$ cat config.mk
export PLATFORM = sky130hd
export DESIGN_NAME = chat_format_code_stripper_top
export DESIGN_NICKNAME = d
export VERILOG_FILES = /design/src/hdl/cfs_pkg.sv /design/src/hdl/cfs_parser.sv /design/src/hdl/cfs_out_fifo.sv /design/src/hdl/chat_format_code_stripper_top.sv
export SDC_FILE = /design/constraint.sdc
export NUM_CORES = 1
export LEC_CHECK = 0
export BUFFER_PORTS_ARGS = -buffer_cell sky130_fd_sc_hd__buf_4
export CAP_MARGIN = 30
export CORE_MARGIN = 5
export CORE_UTILIZATION = 50
export CTS_BUF_LIST = sky130_fd_sc_hd__clkbuf_2 sky130_fd_sc_hd__clkbuf_4 sky130_fd_sc_hd__clkbuf_8
export DETAILED_ROUTE_END_ITERATION = 12
export PLACE_DENSITY = 0.76
export SLEW_MARGIN = 20
export SYNTH_ARGS = -nofsm -noshare
export SYNTH_HDL_FRONTEND = slang
export SYNTH_HIERARCHICAL = 1
export SYNTH_SLANG_ARGS = --single-unit
$ cat constraint.sdc
create_clock -name clk_i -period 6.7 [get_ports clk_i]
set_input_delay 0.335 -clock clk_i [delete_from_list [all_inputs] [get_ports clk_i]]
set_output_delay 0.335 -clock clk_i [all_outputs]
set_load 0.1 [all_outputs]
$ cat src/hdl/cfs_pkg.sv
// ----------------------------------------------------------------------------
// Chat format code stripper package
// Character codes, parse phases, result word layout and strip decode.
// ----------------------------------------------------------------------------
package cfs_pkg;

  localparam logic [7:0] ChBold      = 8'h02;
  localparam logic [7:0] ChColor     = 8'h03;
  localparam logic [7:0] ChPlain     = 8'h0F;
  localparam logic [7:0] ChReverse   = 8'h16;
  localparam logic [7:0] ChUnderline = 8'h1F;
  localparam logic [7:0] ChComma     = 8'h2C;
  localparam logic [7:0] ChDigit0    = 8'h30;
  localparam logic [7:0] ChDigit9    = 8'h39;

  localparam int unsigned SelW      = 6;
  localparam int unsigned SelColor  = 0;
  localparam int unsigned SelRev    = 1;
  localparam int unsigned SelUnder  = 2;
  localparam int unsigned SelBold   = 3;
  localparam int unsigned SelPlain  = 4;
  localparam int unsigned SelAll    = 5;
  localparam logic [SelW-1:0] SelReset = 6'd63;

  localparam int unsigned AddrW = 3;
  localparam int unsigned DataW = 32;
  localparam logic [AddrW-1:0] RegStripSelect = 3'd0;

  localparam int unsigned FifoDepth = 4;
  localparam int unsigned FifoPtrW  = 2;
  localparam int unsigned FifoCntW  = 3;

  typedef enum logic [5:0] {
    PhNormal = 6'b000001,
    PhColor  = 6'b000010,
    PhFg1    = 6'b000100,
    PhFg2    = 6'b001000,
    PhHeld   = 6'b010000,
    PhBg1    = 6'b100000
  } phase_e;

  typedef struct packed {
    logic [7:0] data;
    logic       present;
    logic       eot;
  } result_t;

  typedef struct packed {
    result_t    r0;
    result_t    r1;
    logic [1:0] count;
    phase_e     next_phase;
  } parse_t;

  function automatic logic will_strip(input logic [7:0] b, input logic [SelW-1:0] sel);
    logic [SelW-1:0] eff;
    logic            res;
    eff = sel[SelAll] ? {SelW{1'b1}} : sel;
    unique case (b)
      ChColor:     res = eff[SelColor];
      ChReverse:   res = eff[SelRev];
      ChUnderline: res = eff[SelUnder];
      ChBold:      res = eff[SelBold];
      ChPlain:     res = eff[SelPlain];
      default:     res = 1'b0;
    endcase
    return res;
  endfunction

endpackage

$ cat src/hdl/cfs_parser.sv
// ----------------------------------------------------------------------------
// Chat format code stripper parser
// Decodes one text byte against the parse phase into up to two result words.
// ----------------------------------------------------------------------------
module cfs_parser (
  input  cfs_pkg::phase_e          phase_i,
  input  logic [7:0]               text_byte_i,
  input  logic                     text_last_i,
  input  logic [cfs_pkg::SelW-1:0] sel_i,
  output cfs_pkg::parse_t          parse_o
);

  logic            dig;
  logic            comma;
  logic            strip;
  logic            col;
  logic            pre;
  logic            keep;
  logic            post;
  logic            cnt2;
  logic            cnt1;
  cfs_pkg::phase_e ph;
  cfs_pkg::phase_e ph_plain;

  always_comb begin
    dig      = (text_byte_i >= cfs_pkg::ChDigit0) && (text_byte_i <= cfs_pkg::ChDigit9);
    comma    = (text_byte_i == cfs_pkg::ChComma);
    strip    = cfs_pkg::will_strip(text_byte_i, sel_i);
    col      = strip && (text_byte_i == cfs_pkg::ChColor);
    ph_plain = col ? cfs_pkg::PhColor : cfs_pkg::PhNormal;
    pre      = 1'b0;
    keep     = 1'b0;
    ph       = cfs_pkg::PhNormal;
    unique case (phase_i)
      cfs_pkg::PhColor: begin
        if (dig) begin
          ph = cfs_pkg::PhFg1;
        end else begin
          keep = !strip;
          ph   = ph_plain;
        end
      end
      cfs_pkg::PhFg1: begin
        if (dig) begin
          ph = cfs_pkg::PhFg2;
        end else if (comma) begin
          ph = cfs_pkg::PhHeld;
        end else begin
          keep = !strip;
          ph   = ph_plain;
        end
      end
      cfs_pkg::PhFg2: begin
        if (comma) begin
          ph = cfs_pkg::PhHeld;
        end else begin
          keep = !strip;
          ph   = ph_plain;
        end
      end
      cfs_pkg::PhHeld: begin
        if (dig) begin
          ph = cfs_pkg::PhBg1;
        end else begin
          pre  = 1'b1;
          keep = !strip;
          ph   = ph_plain;
        end
      end
      cfs_pkg::PhBg1: begin
        if (!dig) begin
          keep = !strip;
          ph   = ph_plain;
        end
      end
      default: begin
        keep = !strip;
        ph   = ph_plain;
      end
    endcase

    post = text_last_i && (ph == cfs_pkg::PhHeld);
    if (text_last_i) begin
      ph = cfs_pkg::PhNormal;
    end

    cnt2 = (pre && keep) || (keep && post);
    cnt1 = !cnt2 && (pre || keep || post || text_last_i);

    if (pre || post) begin
      parse_o.r0.data    = cfs_pkg::ChComma;
      parse_o.r0.present = 1'b1;
    end else if (keep) begin
      parse_o.r0.data    = text_byte_i;
      parse_o.r0.present = 1'b1;
    end else begin
      parse_o.r0.data    = 8'h00;
      parse_o.r0.present = 1'b0;
    end
    if (pre && keep) begin
      parse_o.r1.data = text_byte_i;
    end else begin
      parse_o.r1.data = cfs_pkg::ChComma;
    end
    parse_o.r1.present = cnt2;
    // text byte goes first when the trailing comma follows it
    if (keep && post) begin
      parse_o.r0.data = text_byte_i;
    end
    parse_o.r0.eot      = text_last_i && !cnt2;
    parse_o.r1.eot      = text_last_i && cnt2;
    parse_o.count       = {cnt2, cnt1};
    parse_o.next_phase  = ph;
  end

endmodule

$ cat src/hdl/cfs_out_fifo.sv
// ----------------------------------------------------------------------------
// Chat format code stripper output queue
// Takes up to two result words per cycle, hands out one per cycle on pop.
// ----------------------------------------------------------------------------
module cfs_out_fifo (
  input  logic             clk_i,
  input  logic             rst_ni,
  input  logic             push_i,
  input  cfs_pkg::parse_t  parse_i,
  input  logic             pop_i,
  output cfs_pkg::result_t head_o,
  output logic             valid_o,
  output logic             full_o
);

  cfs_pkg::result_t                 mem_q [cfs_pkg::FifoDepth];
  logic [cfs_pkg::FifoPtrW-1:0]     wr_ptr_q, wr_ptr_d;
  logic [cfs_pkg::FifoPtrW-1:0]     rd_ptr_q, rd_ptr_d;
  logic [cfs_pkg::FifoCntW-1:0]     cnt_q, cnt_d;
  logic [cfs_pkg::FifoCntW-1:0]     push_n;
  logic [cfs_pkg::FifoPtrW-1:0]     wr_ptr_nx;

  always_comb begin
    push_n    = push_i ? cfs_pkg::FifoCntW'(parse_i.count) : '0;
    wr_ptr_nx = wr_ptr_q + cfs_pkg::FifoPtrW'(1);
    wr_ptr_d  = wr_ptr_q + push_n[cfs_pkg::FifoPtrW-1:0];
    rd_ptr_d  = rd_ptr_q + cfs_pkg::FifoPtrW'(pop_i);
    cnt_d     = cnt_q + push_n - cfs_pkg::FifoCntW'(pop_i);
  end

  always_ff @(posedge clk_i or negedge rst_ni) begin
    if (!rst_ni) begin
      wr_ptr_q <= '0;
      rd_ptr_q <= '0;
      cnt_q    <= '0;
    end else begin
      wr_ptr_q <= wr_ptr_d;
      rd_ptr_q <= rd_ptr_d;
      cnt_q    <= cnt_d;
    end
  end

  always_ff @(posedge clk_i) begin
    if (push_i && (parse_i.count != 2'd0)) begin
      mem_q[wr_ptr_q] <= parse_i.r0;
    end
    if (push_i && parse_i.count[1]) begin
      mem_q[wr_ptr_nx] <= parse_i.r1;
    end
  end

  assign head_o  = mem_q[rd_ptr_q];
  assign valid_o = (cnt_q != '0);
  assign full_o  = (cnt_q >= cfs_pkg::FifoCntW'(cfs_pkg::FifoDepth - 1));

endmodule

$ cat src/hdl/chat_format_code_stripper_top.sv
// ----------------------------------------------------------------------------
// Chat format code stripper
// Removes selected chat formatting codes from a byte stream.
//
//   channel   direction  handshake              payload
//   in        sink       in_valid_i/in_stall_o  text_byte_i, text_last_i
//   out       source     out_valid_o/out_stall_i out_byte_o, byte_present_o,
//                                               end_of_text_o
//   config    APB        psel/penable/pwrite    paddr, pwdata, prdata
//
// One input word per cycle while in_stall_o is low; each word yields zero to
// two output words, one leaves per cycle while out_stall_i is low, so a run
// of two-word results throttles the input. The phase update sets the input rate.
// Accepted results are written into a four-word output queue.
// Reset empties the queue, sets the phase to normal text and the select to 63.
// Input stalls while the queue holds three or more words.
// ----------------------------------------------------------------------------
module chat_format_code_stripper_top (
  input  logic                      clk_i,
  input  logic                      rst_ni,
  input  logic                      in_valid_i,
  output logic                      in_stall_o,
  input  logic [7:0]                text_byte_i,
  input  logic                      text_last_i,
  output logic                      out_valid_o,
  input  logic                      out_stall_i,
  output logic [7:0]                out_byte_o,
  output logic                      byte_present_o,
  output logic                      end_of_text_o,
  input  logic                      psel,
  input  logic                      penable,
  input  logic                      pwrite,
  input  logic [cfs_pkg::AddrW-1:0] paddr,
  input  logic [cfs_pkg::DataW-1:0] pwdata,
  output logic [cfs_pkg::DataW-1:0] prdata,
  output logic                      pready
);

  logic [cfs_pkg::SelW-1:0] sel_q, sel_d;
  cfs_pkg::phase_e          phase_q, phase_d;
  cfs_pkg::parse_t          parse;
  cfs_pkg::result_t         head;
  logic                     accept;
  logic                     pop;
  logic                     full;
  logic                     sel_wr;

  assign pready = 1'b1;
  assign sel_wr = psel && penable && pwrite && (paddr == cfs_pkg::RegStripSelect);
  assign prdata = (paddr == cfs_pkg::RegStripSelect)
                ? cfs_pkg::DataW'(sel_q) : '0;

  assign in_stall_o = full;
  assign accept     = in_valid_i && !full;
  assign pop        = out_valid_o && !out_stall_i;

  always_comb begin
    sel_d   = sel_wr ? pwdata[cfs_pkg::SelW-1:0] : sel_q;
    phase_d = accept ? parse.next_phase : phase_q;
  end

  always_ff @(posedge clk_i or negedge rst_ni) begin
    if (!rst_ni) begin
      sel_q   <= cfs_pkg::SelReset;
      phase_q <= cfs_pkg::PhNormal;
    end else begin
      sel_q   <= sel_d;
      phase_q <= phase_d;
    end
  end

  cfs_parser u_parser (
    .phase_i     (phase_q),
    .text_byte_i (text_byte_i),
    .text_last_i (text_last_i),
    .sel_i       (sel_q),
    .parse_o     (parse)
  );

  cfs_out_fifo u_fifo (
    .clk_i   (clk_i),
    .rst_ni  (rst_ni),
    .push_i  (accept),
    .parse_i (parse),
    .pop_i   (pop),
    .head_o  (head),
    .valid_o (out_valid_o),
    .full_o  (full)
  );

  assign out_byte_o     = head.data;
  assign byte_present_o = head.present;
  assign end_of_text_o  = head.eot;

endmodule

* Word-level counts from Yosys, hierarchy flattened
Memories as Yosys holds them, arrays and structs flattened.
Index checks and enable logic that the tools add are counted.
** Operators by class
- Add/subtract/negate cells :: 5
- Order comparisons :: 3
- Muxes and demuxes :: 26
- Equality and inequality tests :: 12
- Reduce and logical (&&, ||, !) cells :: 28
** Operator list (count)
- 6-bit 2-to-1 mux :: 7
- 6-bit one-hot mux with 5 select lines :: 1
- 9-bit 2-to-1 mux :: 2
- 8-bit by 2-bit == test with 1-bit output (second input constant) :: 2
- 8-bit by 5-bit == test with 1-bit output (second input constant) :: 2
- 8-bit 2-to-1 mux :: 2
- 1-bit logical AND :: 15
- 6-bit by 5-bit == test with 1-bit output (second input constant) :: 2
- 1-bit 2-to-1 mux :: 9
- 8-bit by 4-bit == test with 1-bit output (second input constant) :: 1
- 8-bit by 6-bit == test with 1-bit output (second input constant) :: 1
- 8-bit by 6-bit greater-or-equal comparator with 1-bit output (second input constant) :: 1
- 8-bit by 6-bit less-or-equal comparator with 1-bit output (second input constant) :: 1
- 6-bit by 2-bit == test with 1-bit output (second input constant) :: 1
- 6-bit by 3-bit == test with 1-bit output (second input constant) :: 1
- 6-bit by 4-bit == test with 1-bit output (second input constant) :: 1
- 6-bit == test (second input constant) :: 1
- 1-bit logical OR :: 5
- 5-bit 2-to-1 mux :: 1
- 1-bit one-hot mux with 5 select lines :: 1
- 1-bit logical NOT :: 4
- 2-bit 2-to-1 mux :: 2
- 3-bit adder :: 1
- 3-bit by 2-bit greater-or-equal comparator with 1-bit output (second input constant) :: 1
- other kinds (9) :: 9
** Storage, ports and cells
- Register bits after elaboration :: 19
- Output and inout port bits :: 45
- Logic and storage cells :: 80
- RAM bits :: 40
- Memories kept :: 1
** Memory list
- u_fifo.mem_q :: words 4, width 10, rd ports 1, clocked after Yosys merged registers in 0, write ports 2, RTL line cfs_out_fifo.sv:16 : cfs_pkg::result_t mem_q [cfs_pkg::FifoDepth];

* Logic depth before layout (Yosys ltp)
Gate-level depths: netlist of the first run.
- Depth in word-level cells :: 17
- Mapped depth :: 13
- Mapped depth without buffers :: 12

* Cells and area by module
Netlist of the first run, hierarchy kept.
** By module, submodules not included
- cfs_out_fifo :: cells an instance 140, seq. area each 1376.3 sq um, area an instance 2427.3 sq um, times used 1
- chat_format_code_stripper_top :: cells an instance 65, seq. area each 309.0 sq um, area an instance 762.0 sq um, times used 1
- cfs_parser :: cells an instance 78, seq. area each 0.0 sq um, area an instance 514.2 sq um, times used 1

* Worst setup path after synthesis of the first run
OpenSTA, ideal clock, no wires.
- Path kind :: register to register
- From :: register phase_q[1]
- To :: register u_fifo/cnt_q[2] (netlist bit)
- Arrival :: 3.175 ns
- Stages on the path, launching flop included :: 12
- Setup time :: 0.123 ns
- Path buffers :: 2
- Clock period less this slack :: 3.297 ns
- Setup slack :: 3.403 ns
- Required time :: 6.577 ns
- Path through :: dfrtp_1 -> or4_4 -> a311oi_2 -> o21ai_2 -> a2111oi_4 -> buf_4 -> buf_4 -> nand2_2 -> ha_1 -> fa_1 -> xor2_1 -> xnor2_1
** On the way
- Longest elaborated chain between the ends :: 11
** RTL lines
- from (decl) :: RTL line chat_format_code_stripper_top.sv:40 : cfs_pkg::phase_e phase_q, phase_d;
- from (signal assigned) :: RTL line chat_format_code_stripper_top.sv:65 : phase_q <= cfs_pkg::PhNormal;
- from (signal assigned) :: RTL line chat_format_code_stripper_top.sv:68 : phase_q <= phase_d;
- 6-bit == test, or another cell as far along :: RTL line cfs_parser.sv:34 : unique case (phase_i)
- 6-bit one-hot mux with 5 select lines :: RTL line cfs_parser.sv:34
- 6-bit by 5-bit == test with 1-bit output :: RTL line cfs_parser.sv:82 : post = text_last_i && (ph == cfs_pkg::PhHeld);
- 1-bit logical AND :: RTL line cfs_parser.sv:82
- 1-bit logical AND :: RTL line cfs_parser.sv:87 : cnt2 = (pre && keep) || (keep && post);
- 1-bit logical OR * :: RTL line cfs_parser.sv:87
- named net u_parser.cnt2 :: RTL line cfs_parser.sv:20 : logic cnt2;
- 1-bit logical NOT :: RTL line cfs_parser.sv:88 : cnt1 = !cnt2 && (pre || keep || post || text_last_i);
- 1-bit logical AND :: RTL line cfs_parser.sv:88
- 2-bit 2-to-1 mux * :: RTL line cfs_out_fifo.sv:24 : push_n = push_i ? cfs_pkg::FifoCntW'(parse_i.count) : '0;
- 3-bit adder * :: RTL line cfs_out_fifo.sv:28 : cnt_d = cnt_q + push_n - cfs_pkg::FifoCntW'(pop_i);
- 3-bit by 1-bit subtractor with 3-bit output * :: RTL line cfs_out_fifo.sv:28
- named net u_fifo.cnt_d (one bit) :: RTL line cfs_out_fifo.sv:19 : logic [cfs_pkg::FifoCntW-1:0] cnt_q, cnt_d;
- to (signal assigned) :: RTL line cfs_out_fifo.sv:39 : cnt_q <= cnt_d;
- to (decl) :: RTL line cfs_out_fifo.sv:19
Mark *: on every way through the listed nets, which the timed path passes. The rest lies on a longest branch.
A chain may end at the register's enable or synchronous reset.

==> key figures, run 1 <==
Cells and area
  • Fill count: 610
  • Final cell count without fillers: 428
  • Layout cells sized above 1: 0.426
  • Storage cell area: 0.00169 mm^2
  • Net count, final: 381
  • Most frequent cells in the layout: 45 x buf_4, 40 x edfxtp_1, 37 x mux2_2
  • Area grow syn2layout: 12.2%
  • Most common cell after layout, fill and taps aside: buf_4
  • # diodes: 0
  • Multi-input combinational cell area: 0.00179 mm^2

Synth
  • Post-synth EDFFs: 40
  • Unique masters post-synth: 54
  • Sequential element share of the synthesized area: 0.455
  • Yosys top cell area share: 0.324
  • Asr flop ratio synth: 0.322
  • Yosys reg bits: 59
  • Synth Area in Adders: 0.0155
  • Ys flop type: edfxtp_1
  • Synth area leader: edfxtp_1
  • Post-synthesis mux area share: 0.241
  • Top post-synthesis cells by area: edfxtp_1 32%, mux2_2 11%, dfrtp_1 8.1%, buf_4 6.5%, mux2_4 6.5%
  • Main combinational cell family by area after synthesis: multiplexers
  • Post-synthesis compound-gate area fraction: 0.0557
  • Syn Inst Count: 283
  • Post-synthesis xor/xnor area fraction: 0.0166
  • Simple-Gate Fraction of Synth Area: 0.127
  • Syn. warnings: 6
  • Syn avg cell area: 13.1 um^2
  • Post-Synthesis Cell Area: 0.00370 mm^2

Global route
  • Largest net degree at the start of global routing: 20
  • First-pass GRT wire length: 11500 um
  • Initial antenna violation count: 0
  • Vias in the first global route: 2268
  • GRT overflow: 0
  • GR Util All Layers: 0.170

Clock network
  • CTS tree: built
  • Num Clock Sinks: 59
  • Worst-Skew Late Latency: 0.34 ns
  • Htree depth: 3
  • Clk buf depth: 2
  • Postcts setup bufs: 0
  • Reg clk slew, reported paths: 0.06 ns
  • Post_cts resized: 0
  • Number of CTS-inserted buffers: 9
  • Clk Tree Root Cell: clkbuf_8

Power
  • Leakage: 1.64 nW
  • Peak VDD IR: 320 uV
  • Pwr Density: 368 mW/mm^2

Worst setup path
  • CP max-delay cell: or4_4
  • CP Data Arrival Time: 3.90 ns
  • Critical Path Source Type: flip-flop
  • Top cell by count, worst path: xnor2_1
  • Crit. End Element: flip-flop
  • Critical-path cell list: or4_4 > a311oi_2 > o21ai_2 > a211oi_2 > mux2i_1 > nand2_1 > xnor2_1 > ha_1 > inv_1 > fa_1 > xor2_1 > xnor2_1
  • Critical path class: reg -> reg
  • Slowest Stage Delay on Critical Path: 0.55 ns
  • Critical path's top delay family: compound AO/OA/AOI/OAI gates
  • Critical R2R Launch: phase_q[4]
  • Buf+Inv Stages, Crit Path: 1
  • R2r endpoint: u_fifo/cnt_q[2]
  • CP required: 6.92 ns
  • Critical path fanouts, max: 8
  • Reg2Reg Setup Slack: 3.01 ns
  • Reg2Reg Depth: 12

Timing
  • Final setup violating endpoints: 0
  • Slew @ Worst Pin: 0.711 ns
  • Fin crit share: 0.550
  • Post-route setup TNS: 0 ns
  • RSZ-0062 raised after global routing: false
  • FMAX: 271 MHz
  • Slew Limit Fails: 0
  • Relative slew slack: 0.526
  • Skew final: 0.00787 ns
  • Hold Vio Cnt, Final: 0
  • Min cycle time layout: 3.69 ns

Worst hold path
  • Hold_sp: pwdata[5]
  • Min-Delay Endpoint: sel_q[5]
  • Hold Path Class: in -> reg
  • Hold-critical path depth: 2

Die
  • Die area: 0.00923 mm^2
  • Core region area: 0.00721 mm^2
  • Initial Util: 0.513
  • FP Rows: 31
  • Chip height: 96.1 um
  • I/O pins: 96
  • Die span in x: 96.1 um

Placed design
  • Detail Placement HPWL: 5330 um
  • I/O Buffers: 42
  • Dpl cells: 411
  • RD Place Congestion: 0.872

Routing
  • DRT Wirelength: 7300 um
  • Detailed-route via count: 2274
  • Antenna-violating nets left: 0
  • DRC: 0
  • DR iter-0 viols: 95
  • Wire per inst: 17.0 um
  • DR vias/cell: 5.31
  • Pre-antenna DRT Iters: 4

Status
  • Status: finished, final reports clean

Flow run
  • Number of max-cap violations: 0
## worst reg2reg max path: cells and delay by family, from the launching register on
family	cells	cell delay (ns)
multiplexers	1	0.39
flip-flops	1	0.47
AO/OA/AOI/OAI	3	0.92
buffers and inverters	1	0.05
adder cells (fa/ha/maj)	2	0.53
XOR/XNOR	3	0.50
AND/OR/NAND/NOR	2	0.72
## final cells by class
type                    instances  area share
multi-input cells             203       0.431
flip-flops and latches         59       0.406
repair buffers                 47      0.0864
clock buffers                   9      0.0298
well taps                      99      0.0298
clock inverters                 5      0.0111
inverters                       6     0.00602
## what timing repair did
action                                 CTS  global route
endpoints found under the hold margin   12             0
hold buffers                             1             0
setup endpoints to repair                0             0
## per-stage QoR
step                      worst slack (ns)  utilization  hold slack [ns]  cell area, um^2  power [mW]
after floorplan                       3.40            -           0.0394             3800        1.14
after global placement                2.83        0.546            0.219             3940        1.23
after detailed placement              2.87        0.549            0.222             3960        1.25
after CTS                             2.86        0.574            0.202             4140        1.54
after global routing                  2.71        0.576            0.215             4150        1.59
final                                 3.01        0.576            0.224             4150        1.53
## metal layers
metal  wire length, um  GRT usage
met1              3010      0.209
met2              3850      0.286
met3               357     0.0430
met4                76     0.0640
met5                 0          0
## cell families after synthesis
| group | count (synthesis) |
|---|---|
| simple gates | 75 |
| mux | 64 |
| flops | 59 |
| buf+inv | 46 |
| compound gates | 26 |
| xor+xnor | 7 |
| fa+ha+maj | 4 |
| other cells | 2 |
## Yosys cell counts, types with 3 or more instances
cell,number
edfxtp_1,40
mux2_2,37
buf_4,32
and2_1,18
mux2_4,16
dfrtp_1,12
nor2_1,11
mux4_2,10
dfstp_2,7
nand2b_1,6
nor3_1,6
o21ai_0,6
inv_1,5
nor2b_1,5
a21o_1,4
nand3_1,4
xnor2_1,4
a21oi_1,3
and3_1,3
buf_2,3
buf_6,3
ha_1,3
o31ai_1,3
xor2_1,3
## flip-flops by register name, summed over array words and instances (netlist names)
| name | flops |
|---|---|
| u_fifo/mem_q | 40 |
| phase_q | 6 |
| sel_q | 6 |
| u_fifo/rd_ptr_q | 2 |
| u_fifo/wr_ptr_q | 2 |
| u_fifo/cnt_q | 3 |
## how the worst max path moves through the flow
stage / from / endpoint / slack [ns] / cells past startpoint
finish: phase_q[4] / u_fifo/cnt_q[2] / 3.01 / 12
global route: phase_q[1] / u_fifo/cnt_q[2] / 2.71 / 12
CTS: phase_q[1] / u_fifo/mem_q[1][3] / 2.86 / 8
detailed placement: phase_q[1] / u_fifo/mem_q[1][4] / 2.87 / 8
global placement: phase_q[4] / u_fifo/mem_q[3][0] / 2.83 / 6
floorplan: phase_q[1] / u_fifo/cnt_q[2] / 3.40 / 11
## report_power, final
group	switching (mW)	internal [mW]	total (mW)
combinational	0.504	0.201	0.705
sequential	0.0747	0.459	0.533
clock	0.127	0.163	0.290
total	0.706	0.822	1.53
No activity file was read; power rests on OpenSTA's default activity.
==> run 2, diff against run 1 <==
clock period = 3.6 ns   (was 6.7 ns; I/O delays follow)
==> run 2 against run 1 <==
  * Non-clock buffer count up 4
  * Wire length down 1.4%
  * Clock power up 100%
  * Power up 90%
  * Register-to-register slack worse by 2.7 ns
  * Critical path depth unchanged
  * Utilization up 0.68 points
  * Critical endpoint unchanged
==> key figures, run 2 (synthesis gave the netlist of run 1 again) <==
Cells and area
  • Layout cells sized above 1: 0.445 (was 0.426)
  • Core Util, Final: 0.583 (was 0.576)
  • Fill count: 627 (was 610)
  • Most frequent cells in the layout: 50 x buf_4, 40 x edfxtp_1, 37 x mux2_2 (was 45 x buf_4, 40 x edfxtp_1, 37 x mux2_2)
  • Most common cell after layout, fill and taps aside: buf_4 (unchanged)
  • Net count, final: 385 (was 381)
  • Register name with the most flops: u_fifo/mem_q (unchanged)
  • Max reg flops: 40 (unchanged)
  • Area grow syn2layout: 13.5% (was 12.2%)
  • Biggest regs: u_fifo/mem_q (40), phase_q (6), sel_q (6) (unchanged)
  • # diodes: 0 (unchanged)

Flow run
  • Number of max-cap violations: 0 (unchanged)

Die
  • Core region area: 0.00721 mm^2 (unchanged)
  • Initial Util: 0.513 (unchanged)
  • I/O pins: 96 (unchanged)
  • Chip height: 96.1 um (unchanged)
  • Die area: 0.00923 mm^2 (unchanged)
  • Die span in x: 96.1 um (unchanged)
  • FP Rows: 31 (unchanged)

Clock network
  • Postcts setup bufs: 0 (unchanged)
  • Num Clock Sinks: 59 (unchanged)
  • Worst-Skew Late Latency: 0.35 ns (was 0.34 ns)
  • Post_cts resized: 0 (unchanged)
  • CTS tree: built (unchanged)
  • Htree depth: 3 (unchanged)
  • Clk Tree Root Cell: clkbuf_8 (unchanged)
  • Number of CTS-inserted buffers: 9 (unchanged)
  • Clk buf depth: 2 (unchanged)
  • Reg clk slew, reported paths: 0.07 ns (was 0.06 ns)

Timing
  • Fin crit share: 0.918 (was 0.550)
  • Post-route setup TNS: 0 ns (unchanged)
  • Hold slack: 0.0604 ns (was 0.224 ns)
  • Hold Vio Cnt, Final: 0 (unchanged)
  • Skew final: 0.0125 ns (was 0.00787 ns)
  • RSZ-0062 raised after global routing: false (unchanged)
  • Relative slew slack: 0.531 (was 0.526)
  • Slew Limit Fails: 0 (unchanged)
  • Slew @ Worst Pin: 0.704 ns (was 0.711 ns)
  • FMAX: 303 MHz (was 271 MHz)
  • Min cycle time layout: 3.30 ns (was 3.69 ns)
  • Final setup violating endpoints: 0 (unchanged)

Worst setup path
  • Reg2Reg Setup Slack: 0.30 ns (was 3.01 ns)
  • Critical path class: reg -> reg (unchanged)
  • CP required: 3.87 ns (was 6.92 ns)
  • Critical path fanouts, max: 7 (was 8)
  • Reg2Reg Depth: 12 (unchanged)
  • CP Data Arrival Time: 3.57 ns (was 3.90 ns)
  • Critical Path Source Type: flip-flop (unchanged)
  • Crit. End Element: flip-flop (unchanged)

Power
  • Peak VDD IR: 510 uV (was 320 uV)
  • Total power: 2.90 mW (was 1.53 mW)
  • Leakage: 1.67 nW (was 1.64 nW)
  • Pwr Density: 689 mW/mm^2 (was 368 mW/mm^2)

Placed design
  • RD Place Congestion: 0.850 (was 0.872)
  • I/O Buffers: 42 (unchanged)
  • Detail Placement HPWL: 5230 um (was 5330 um)

Worst hold path
  • Hold Path Class: in -> reg (unchanged)
  • Hold-critical path depth: 2 (unchanged)

Global route
  • First-pass GRT wire length: 11400 um (was 11500 um)
  • Vias in the first global route: 2266 (was 2268)
  • GRT overflow: 0 (unchanged)
  • Largest net degree at the start of global routing: 21 (was 20)
  • GR Util All Layers: 0.167 (was 0.170)
  • Initial antenna violation count: 0 (unchanged)

Routing
  • Wire per inst: 16.6 um (was 17.0 um)
  • Antenna-violating nets left: 0 (unchanged)
  • DR vias/cell: 5.27 (was 5.31)
  • DRC: 0 (unchanged)
  • Pre-antenna DRT Iters: 4 (unchanged)
  • DR iter-0 viols: 86 (was 95)
  • Detailed-route via count: 2286 (was 2274)
  • DRT Wirelength: 7190 um (was 7300 um)

Status
  • Status: finished, final reports clean (unchanged)
==> run 2: cell count changes in the layout (fill, tap and decap cells not counted) <==
cell,delta
buf_4,+5
clkinv_2,+2
clkinv_4,+1
clkinv_1,-3
clkinvlp_4,+2
buf_6,-1
==> run 2: stage by stage <==
stage / instances / instance area [um^2] / setup WS (ns)
after floorplan: 308 / 3800 / 0.303
after global placement: 417 / 4000 / 0.337
after detailed placement: 417 / 4000 / 0.282
after CTS: 434 / 4200 / 0.259
after global routing: 434 / 4200 / 0.0565
final: 434 / 4200 / 0.297
==> run 2: critical path: stages, from the launching register on <==
cell and delay [ns]:
dfrtp_1 0.44, or4_4 0.57, a311oi_2 0.26, o21ai_2 0.15, a211oi_2 0.26, mux2i_1 0.28
nand2_1 0.15, xnor2_1 0.20, ha_1 0.16, inv_1 0.05, fa_1 0.37, xor2_1 0.20
xnor2_1 0.14
==> run 2: worst paths after layout <==
check,endpoint,start
worst min-delay path,sel_q[3],pwdata[3]
min in group asynchronous,phase_q[4],rst_ni
worst max register to register,u_fifo/cnt_q[2],phase_q[1]
max in group asynchronous,sel_q[2],rst_ni
worst max-delay path,u_fifo/cnt_q[2],phase_q[1]
worst min register to register,u_fifo/cnt_q[2],u_fifo/cnt_q[2]
==> run 2: layout make-up <==
cell class	instances	area [um^2]	area share
Multi-Input combinational cell	203	1790	0.426
Sequential cell	59	1690	0.401
Timing Repair Buffer	51	385	0.0917
Clock buffer	9	124	0.0295
Tap cell	99	124	0.0295
Clock inverter	7	68.8	0.0164
Inverter	6	25.0	0.00595
==> run 2: repair_timing <==
item                                    CTS  global route
endpoints found under the setup margin    0             0
hold buffers                              1             0
endpoints found under the hold margin    19             0
==> run 2: power by group <==
group | total [mW] | leakage (nW) | internal [mW] | switching, mW
combinational | 1.32 | 0.997 | 0.379 | 0.936
clock | 0.589 | 0.0950 | 0.316 | 0.273
sequential | 0.991 | 0.577 | 0.852 | 0.139
==> run 2: per-layer routing <==
metal  global-route usage  vias up  share of wire
met5                    0        -              0
met3               0.0563       10          0.064
met1                0.212     1116           0.42
met4               0.0533        0          0.011
li1                     -     1089              -
met2                0.268       71           0.50
==> run 3, diff against run 2 <==
CTS_CLUSTER_SIZE = 12   (was unset)
RECOVER_POWER = 50   (was unset)
==> run 3 against run 2 <==
  * Via count about the same
  * First-iteration DRC count increased by 14%
  * Fmax decreased by 0.88%
  * Utilization decreased by 1.9 points
  * Highest routed layer unchanged
  * Clock-buffer cell count unchanged
  * Critical path type unchanged
  * Power decreased by 3.1%
==> key figures, run 3 (synthesis gave the netlist of run 1 again) <==
Die
  • I/O pins: 96 (unchanged)
  • Core region area: 0.00721 mm^2 (unchanged)
  • FP Rows: 31 (unchanged)
  • Die span in x: 96.1 um (unchanged)
  • Initial Util: 0.513 (unchanged)
  • Die area: 0.00923 mm^2 (unchanged)
  • Chip height: 96.1 um (unchanged)

Worst setup path
  • Critical path fanouts, max: 7 (unchanged)
  • Crit. End Element: flip-flop (unchanged)
  • Critical path class: reg -> reg (unchanged)
  • Critical Path Source Type: flip-flop (unchanged)
  • CP required: 3.87 ns (about the same)
  • CP Data Arrival Time: 3.60 ns (was 3.57 ns)

Timing
  • Slew @ Worst Pin: 1.18 ns (was 0.704 ns)
  • Post-route setup TNS: 0 ns (unchanged)
  • Final setup violating endpoints: 0 (unchanged)
  • FMAX: 300 MHz (was 303 MHz)
  • Min cycle time layout: 3.33 ns (was 3.30 ns)
  • Skew final: 0.0113 ns (was 0.0125 ns)
  • Fin crit share: 0.926 (was 0.918)
  • Slew Limit Fails: 0 (unchanged)
  • Relative slew slack: 0.218 (was 0.531)
  • Hold Vio Cnt, Final: 0 (unchanged)
  • RSZ-0062 raised after global routing: false (unchanged)

Cells and area
  • # diodes: 0 (unchanged)
  • Core Util, Final: 0.563 (was 0.583)
  • Max reg flops: 40 (unchanged)
  • Most common cell after layout, fill and taps aside: edfxtp_1 (was buf_4)
  • Final cell count without fillers: 434 (unchanged)
  • Layout cells sized above 1: 0.337 (was 0.445)
  • Register name with the most flops: u_fifo/mem_q (unchanged)
  • Net count, final: 385 (unchanged)
  • Biggest regs: u_fifo/mem_q (40), phase_q (6), sel_q (6) (unchanged)
  • Area grow syn2layout: 9.73% (was 13.5%)
  • Fin area: 0.00406 mm^2 (was 0.00420 mm^2)
  • Most frequent cells in the layout: 40 x edfxtp_1, 37 x mux2_2, 28 x buf_4 (was 50 x buf_4, 40 x edfxtp_1, 37 x mux2_2)

Status
  • Status: finished, final reports clean (unchanged)

Clock network
  • Htree depth: 3 (unchanged)
  • Reg clk slew, reported paths: 0.07 ns (about the same)
  • Clk Tree Root Cell: clkbuf_8 (unchanged)
  • Post_cts resized: 0 (unchanged)
  • Number of CTS-inserted buffers: 9 (unchanged)
  • Post-CTS Hold Fix Bufs: 1 (unchanged)
  • CTS tree: built (unchanged)
  • Postcts setup bufs: 0 (unchanged)
  • Num Clock Sinks: 59 (unchanged)
  • Clk buf depth: 2 (unchanged)
  • Worst-Skew Late Latency: 0.35 ns (about the same)

Routing
  • Antenna-violating nets left: 0 (unchanged)
  • DRC: 0 (unchanged)
  • DRT Wirelength: 7200 um (was 7190 um)
  • Wire per inst: 16.6 um (about the same)
  • Pre-antenna DRT Iters: 4 (unchanged)
  • DR vias/cell: 5.27 (about the same)
  • Detailed-route via count: 2287 (was 2286)
  • DR iter-0 viols: 98 (was 86)

Power
  • Total power: 2.81 mW (was 2.90 mW)
  • Clock share of power: 0.209 (was 0.203)
  • Reg power frac: 0.352 (was 0.342)
  • Cell-internal power: 1.46 mW (was 1.55 mW)
  • Pwr Density: 691 mW/mm^2 (was 689 mW/mm^2)
  • Peak VDD IR: 502 uV (was 510 uV)
  • Net Switching: 1.34 mW (was 1.35 mW)
  • Logic gate share of total power: 0.438 (was 0.454)
  • Sw frac: 0.479 (was 0.466)
  • Leakage: 1.53 nW (was 1.67 nW)

Global route
  • GRT overflow: 0 (unchanged)
  • Initial antenna violation count: 0 (unchanged)
  • GR Util All Layers: 0.167 (unchanged)
  • Vias in the first global route: 2266 (unchanged)
  • First-pass GRT wire length: 11400 um (unchanged)
  • Largest net degree at the start of global routing: 21 (unchanged)

Placed design
  • Dpl cells: 417 (unchanged)
  • Detail Placement HPWL: 5230 um (unchanged)
  • Post-DP Area: 0.00400 mm^2 (unchanged)
  • RD Place Congestion: 0.850 (unchanged)
  • I/O Buffers: 42 (unchanged)

Worst hold path
  • Hold Path Class: in -> reg (unchanged)

Flow run
  • Number of max-cap violations: 0 (unchanged)
==> run 3: area by class of cell <==
cell class / instances / area [um^2]
sequential: 59 / 1690
clock buffer: 9 / 124
inverter: 6 / 25.0
fill: 675 / 3150
tap: 99 / 124
multi-input combinational: 203 / 1730
clock inverter: 7 / 68.8
timing repair buffer: 51 / 308
==> run 3: power groups by stage <==
stage | registers, mW | clock network, mW | logic [mW]
4_1_cts | 0.995 | 0.606 | 1.33
6_report | 0.989 | 0.588 | 1.23
2_1_floorplan | 0.900 | 0 | 1.22
5_1_grt | 1.01 | 0.638 | 1.29
3_3_place_gp | 1.00 | 0 | 1.31
3_5_place_dp | 1.01 | 0 | 1.32
==> run 3: routing by layer <==
metal  up-vias  share of wire  GRT usage
met5         -              0          0
met2        62           0.50      0.268
met1      1125           0.43      0.212
met3        13          0.058     0.0563
met4         0          0.013     0.0533
li1       1087              -          -
==> run 3: worst max-delay path, cell delays in order, from the launching register on <==
cell      delay (ns)
dfrtp_1         0.45
or4_4           0.57
a311oi_2        0.26
o21ai_2         0.15
a211oi_2        0.28
mux2i_1         0.29
nand2_1         0.15
xnor2_1         0.20
ha_1            0.16
inv_1           0.05
fa_1            0.37
xor2_1          0.19
xnor2_1         0.14
==> run 3: worst paths after layout <==
path	startpoint	end	slack, ns	depth (start not counted)
setup / recovery	phase_q[1]	u_fifo/cnt_q[2]	0.27	12
setup reg to reg	phase_q[1]	u_fifo/cnt_q[2]	0.27	12
min in group asynchronous	rst_ni	phase_q[4]	0.51	2
max in group asynchronous	rst_ni	u_fifo/wr_ptr_q[0]	2.49	2
hold reg to reg	u_fifo/cnt_q[2]	u_fifo/cnt_q[2]	0.49	1
hold / removal	pwdata[3]	sel_q[3]	0.06	2
==> run 3: through the flow <==
stage	hold slack, ns	setup slack (ns)
3_5_place_dp	0.0656	0.282
4_1_cts	0.0471	0.259
2_1_floorplan	-0.116	0.303
5_1_grt	0.0443	0.0679
3_3_place_gp	0.0614	0.337
6_report	0.0561	0.268
